## src/hdl/doubly_linked_list_with_cursor_top_assert.svh

```systemverilog
// assertion macros for the linked list block
// used by the top level only, needs clk and rst in scope
`ifndef DOUBLY_LINKED_LIST_WITH_CURSOR_TOP_ASSERT_SVH
`define DOUBLY_LINKED_LIST_WITH_CURSOR_TOP_ASSERT_SVH

// same-cycle implication
`define DLLC_ASSERT_IMP(lbl, ante, cons, msg) \
  lbl: assert property (@(posedge clk) disable iff (rst) (ante) |-> (cons)) else $error(msg);

// next-cycle implication
`define DLLC_ASSERT_NXT(lbl, ante, cons, msg) \
  lbl: assert property (@(posedge clk) disable iff (rst) (ante) |=> (cons)) else $error(msg);

`endif

```

## src/hdl/dllc_pkg.sv

```systemverilog
// shared types and codes for the linked list block
// no dependencies
package dllc_pkg;

  localparam int DLLC_POOL_DEPTH = 256;
  localparam int DLLC_DATA_WIDTH = 32;
  localparam int S_TDATA_W       = 40;
  localparam int M_TDATA_W       = 40;

  // command codes
  localparam logic [4:0] CMD_CLEAR      = 5'd0;
  localparam logic [4:0] CMD_INS_HEAD   = 5'd1;
  localparam logic [4:0] CMD_INS_TAIL   = 5'd2;
  localparam logic [4:0] CMD_CUR_HEAD   = 5'd3;
  localparam logic [4:0] CMD_CUR_TAIL   = 5'd4;
  localparam logic [4:0] CMD_RD_HEAD    = 5'd5;
  localparam logic [4:0] CMD_RD_TAIL    = 5'd6;
  localparam logic [4:0] CMD_DEL_HEAD   = 5'd7;
  localparam logic [4:0] CMD_DEL_TAIL   = 5'd8;
  localparam logic [4:0] CMD_DEL_AFTER  = 5'd9;
  localparam logic [4:0] CMD_DEL_BEFORE = 5'd10;
  localparam logic [4:0] CMD_INS_AFTER  = 5'd11;
  localparam logic [4:0] CMD_INS_BEFORE = 5'd12;
  localparam logic [4:0] CMD_RD_CUR     = 5'd13;
  localparam logic [4:0] CMD_WR_CUR     = 5'd14;
  localparam logic [4:0] CMD_NEXT       = 5'd15;
  localparam logic [4:0] CMD_PREV       = 5'd16;

  // result status codes
  localparam logic [1:0] STAT_OK    = 2'd0;
  localparam logic [1:0] STAT_EMPTY = 2'd1;
  localparam logic [1:0] STAT_FULL  = 2'd2;

  // controller to datapath
  typedef struct packed {
    logic accept;
    logic rd1;
    logic rd2;
    logic wr1;
    logic wr2;
    logic load;
  } dllc_ctl_t;

  // datapath to controller
  typedef struct packed {
    logic out_free;
  } dllc_stat_t;

endpackage

```

## src/hdl/dllc_ctrl.sv

```systemverilog
// sequencer for one list request: two reads, two writes, result load
// depends on dllc_pkg
module dllc_ctrl (
  input  logic               clk,
  input  logic               rst,
  input  logic               s_tvalid,
  output logic               s_tready,
  input  dllc_pkg::dllc_stat_t stat,
  output dllc_pkg::dllc_ctl_t  ctl
);
  import dllc_pkg::*;

  localparam logic [2:0] ST_IDLE = 3'd0;
  localparam logic [2:0] ST_RD1  = 3'd1;
  localparam logic [2:0] ST_RD2  = 3'd2;
  localparam logic [2:0] ST_WR1  = 3'd3;
  localparam logic [2:0] ST_WR2  = 3'd4;
  localparam logic [2:0] ST_DONE = 3'd5;

  logic [2:0] state;
  logic [2:0] state_next;

  // next state
  always_comb begin
    state_next = state;
    unique case (state)
      ST_IDLE: if (s_tvalid) state_next = ST_RD1;
      ST_RD1:  state_next = ST_RD2;
      ST_RD2:  state_next = ST_WR1;
      ST_WR1:  state_next = ST_WR2;
      ST_WR2:  state_next = ST_DONE;
      ST_DONE: if (stat.out_free) state_next = ST_IDLE;
      default: state_next = ST_IDLE;
    endcase
  end

  always_ff @(posedge clk) begin
    if (rst) begin
      state <= ST_IDLE;
    end else begin
      state <= state_next;
    end
  end

  // commands to the datapath
  assign s_tready   = (state == ST_IDLE);
  assign ctl.accept = (state == ST_IDLE) && s_tvalid;
  assign ctl.rd1    = (state == ST_RD1);
  assign ctl.rd2    = (state == ST_RD2);
  assign ctl.wr1    = (state == ST_WR1);
  assign ctl.wr2    = (state == ST_WR2);
  assign ctl.load   = (state == ST_DONE) && stat.out_free;

endmodule

```

## config.mk

```make
export PLATFORM = sky130hd
export DESIGN_NAME = dllc_ctrl
export DESIGN_NICKNAME = d
export VERILOG_FILES = /design/src/hdl/doubly_linked_list_with_cursor_top_assert.svh /design/src/hdl/dllc_pkg.sv /design/src/hdl/dllc_ctrl.sv
export SDC_FILE = /design/constraint.sdc
export NUM_CORES = 1
export LEC_CHECK = 0
export BUFFER_PORTS_ARGS = -buffer_cell sky130_fd_sc_hd__buf_4
export CAP_MARGIN = 30
export CORE_AREA = 2 2 39 41
export CTS_BUF_LIST = sky130_fd_sc_hd__clkbuf_8 sky130_fd_sc_hd__clkbuf_16
export CTS_CLUSTER_DIAMETER = 200
export CTS_CLUSTER_SIZE = 10
export DETAILED_ROUTE_END_ITERATION = 10
export DIE_AREA = 0 0 41 43
export PLACE_DENSITY_LB_ADDON = 0.25
export SLEW_MARGIN = 5
export SYNTH_ARGS = -nofsm -noshare
export SYNTH_HDL_FRONTEND = slang
export SYNTH_SLANG_ARGS = --single-unit
```

## constraint.sdc

```tcl
create_clock -name clk -period 0.98 [get_ports clk]
set_input_delay 0.098 -clock clk [delete_from_list [all_inputs] [get_ports clk]]
set_output_delay 0.098 -clock clk [all_outputs]
set_load 0.05 [all_outputs]
```

# Word level (Yosys, flattened, before mapping)
# Index checks and enable logic that the tools add are counted.
[classes] muxes=3 eq_ne=7 reduce_logical=4
[ops] cell="$pmux W3 S6" count=1
[ops] cell="$eq A3 B2 Y1 const B" count=2
[ops] cell="$eq A3 B3 Y1 const B" count=2
[ops] cell="$mux W3" count=2
[ops] cell="$ne A2 B2 Y1 const B" count=2
[ops] cell="$eq A3 B1 Y1 const B" count=1
[ops] cell="$logic_not A3 Y1" count=1
[ops] cell="$logic_and A1 B1 Y1" count=2
[ops] cell="$reduce_and A2 Y1" count=1
[totals] out_inout_bits=7 input_bits=4 elab_cells=15 register_bits=3

# Depth between registers and ports, before layout
[depth] ltp_word=3 ltp_mapped=4 mapped_depth_nobuf=3

# Worst setup path after synthesis
# Ideal clock, no wire load.
[synth_path] path_kind="register -> output" from="register state[0]" to="output port ctl[5] in the netlist's numbering" path_stages_with_launch=4 path_slack_ns=-0.762 arrival_time_ns=1.644 n_path_buf=1 required_time_ns=0.882 path_cell_list="dfxtp_1 > buf_4 > nor3_2 > and2_1"
[synth_lines] element="start: declaration" line_no="dllc_ctrl.sv:20" text="logic [2:0] state;"
[synth_lines] element="start signal: assignment" line_no="dllc_ctrl.sv:41" text="state <= state_next;"
[synth_lines] element="end: declaration" line_no="dllc_ctrl.sv:9" text="output dllc_pkg::dllc_ctl_t ctl"

==> flow_summary.json <==
{
  "regMostFlops": "state",
  "io_buffer_count": 10,
  "status": "finished, violations left",
  "drv_slew": 0,
  "fin_area_um2": 471.7,
  "period_needed_ns": 1.173,
  "diodes": 0,
  "worstReg2RegStart": "state[1]$_SDFFE_PP0P_",
  "synthMuxAreaShare_pct": 0,
  "largest_reg_flops": 3,
  "htree_levels": 1,
  "r2r_end": "state[2]$_SDFFE_PP0P_",
  "nets": 46,
  "grtUsageTotal_pct": 9.127,
  "layout-drive-gt1-share_pct": 78.05,
  "cts_tree": "done",
  "placed_cells": 49,
  "hold_buffers": 0,
  "viasPerCell": 4.088,
  "syn_nets": 27,
  "synth_xor_xnor_area_share_pct": 4.516,
  "hold_slack_ns": 0.04828,
  "yosys.area_share.adder_pct": 0,
  "ant_nets": 0,
  "finalPower_uw": 908.9,
  "grt_overflow": 0,
  "setup_violations": 7,
  "cp.arrival_ns": 1.08,
  "drtIter0Drc": 6,
  "period_share_pct": 119.7,
  "synth_top_family_by_area": "simple AND/OR/NAND/NOR gates",
  "grt_pass1_wl_um": 979,
  "tightest_slew_ns": 0.1617,
  "wirelength_um": 576,
  "synthCells": 23,
  "synth.top_cell.area_share_pct": 30.97,
  "hold_class": "in2reg",
  "synth_area_leader_cell": "dfxtp_1",
  "p_per_area_nw_per_um2": 1927,
  "final_common_cell": "buf_6",
  "synth_simple_gate_area_share_pct": 40.65,
  "insertion_delay_ns": 0.22,
  "antenna_found_initial": 0,
  "synth_area_per_cell_um2": 8.432,
  "grt_pass1_vias": 237,
  "violations": "setup timing",
  "numCtsBuffers": 3,
  "grt_max_degree": 8,
  "most-common-layout-cells": "buf_6 (8), buf_4 (5)",
  "fmax_mhz": 852.4,
  "drv_cap": 0,
  "pin_count": 11,
  "instances_no_fill": 57,
  "clockRootBuffer": "clkbuf_8",
  "netlist_area_um2": 193.9,
  "die_w_um": 41,
  "critPathLaunchType": "flop",
  "synth_compound_area_share_pct": 16.13,
  "post_synth_main_area_contributors": "dfxtp_1 (31%), buf_4 (7.7%), nor2_1 (7.7%)",
  "regToRegSetupSlack_ns": 0.02,
  "wl_per_cell_um": 10.11,
  "clock-sinks": 3,
  "top_regs": "state x3",
  "syn_to_final_growth_pct": 143.2,
  "relSlewSlack_pct": 89.17,
  "hpwl_um": 376.5,
  "clk_pin_slew_ns": 0.03,
  "setup_ws_ns": -0.1931,
  "hold_depth": 2,
  "p_leak_nw": 0.2112,
  "hold_end": "state[1]$_SDFFE_PP0P_",
  "drtPass1Iterations": 4,
  "min-delay-start": "rst",
  "ys_seq_area_share_pct": 30.97,
  "cp_max_fo": 7,
  "initial_core_util_pct": 14.01,
  "hold_viol": 0,
  "pre_cts_ws_ns": -0.08555,
  "vias": 233,
  "utilization_pct": 34.09,
  "die_h_um": 43,
  "dieArea_um2": 1763,
  "reg2regPathDepth": 4,
  "clk_path_buf_depth": 2,
  "ir_worst_vdd_mv": 0.7336,
  "rsz0062_at_grt": "yes",
  "placed_cell_area_um2": 331.6,
  "synthDistinctLibCells": 15,
  "required_ns": 0.88,
  "yosys_warnings": 0,
  "setup_tns_ns": -0.9591,
  "synth_seq_cells": 3,
  "num_rows": 14,
  "gp_congestion": 0.6936,
  "skew_ns": 0.001251,
  "drc": 0,
  "critPathCaptureType": "output port",
  "criticalPathCategory": "reg2out",
  "design.core.area_um2": 1384
}
[worst max-delay path by stage]
stage	cells after the start	to	slack (ns)	from
2_1_floorplan	3	ctl[5]	-0.37	state[1]$_SDFFE_PP0P_
3_3_place_gp	3	ctl[0]	-0.07	state[1]$_SDFFE_PP0P_
3_5_place_dp	3	state[2]$_SDFFE_PP0P_	-0.09	state[1]$_SDFFE_PP0P_
4_1_cts	3	ctl[5]	-0.20	state[2]$_SDFFE_PP0P_
5_1_grt	3	ctl[5]	-0.25	state[1]$_SDFFE_PP0P_
6_report	3	ctl[5]	-0.19	state[1]$_SDFFE_PP0P_
[layer usage]
layer / vias to the layer above / part of all wire [%] / global-route usage (%) / routed length (µm)
li1: 116 / - / - / -
met1: 107 / 32 / 8.974 / 184
met2: 10 / 62 / 13.13 / 358
met3: 0 / 5.6 / 1.571 / 32
met4: 0 / 0 / 12.00 / 0
met5: - / 0 / 0 / 0
[where the power goes]
group / switching, mW / internal (mW) / leakage, nW
sequential: 0.0368 / 0.140 / 0.0267
combinational: 0.195 / 0.190 / 0.158
clock: 0.0812 / 0.267 / 0.0269
total: 0.313 / 0.596 / 0.211
[kinds of logic (layout without fill, tap and decap cells)]
group	Yosys count	in the layout
AOI/OAI and AO/OA	4	4
buffers and inverters	2	20
and+or+nand+nor	13	13
xor gates and xnor gates	1	1
DFF	3	3
[critical path, cell delays in order (launching register included)]
cell and delay (ns):
dfxtp_4 0.36, nor3_4 0.19, and2_4 0.17, buf_8 0.13
[timing repair]
action	4_1_cts	5_1_grt
endpoints found under the setup margin	9	8
pin swaps	4	2
buffers inserted	4	0
resized for setup	17	3
[layout make-up]
class                   instances  area (µm²)
fillers                       148       912.1
repair buffers                 16       172.7
multi-input cells              18       162.7
flip-flops and latches          3       71.32
clock buffers                   3       41.29
well taps                      16       20.02
clock inverters                 1       3.754
[synth_stat cells]
library cell,count
a21oi_1,1
nand2_1,2
o21ba_1,1
a21oi_2,1
and2_1,1
nor3_1,1
nor2_1,4
nand2b_4,1
dfxtp_1,3
nor3_2,1
xnor2_1,1
buf_4,2
nor3b_1,2
and3_1,1
o21bai_1,1
No activity file was read; power rests on OpenSTA's default activity.
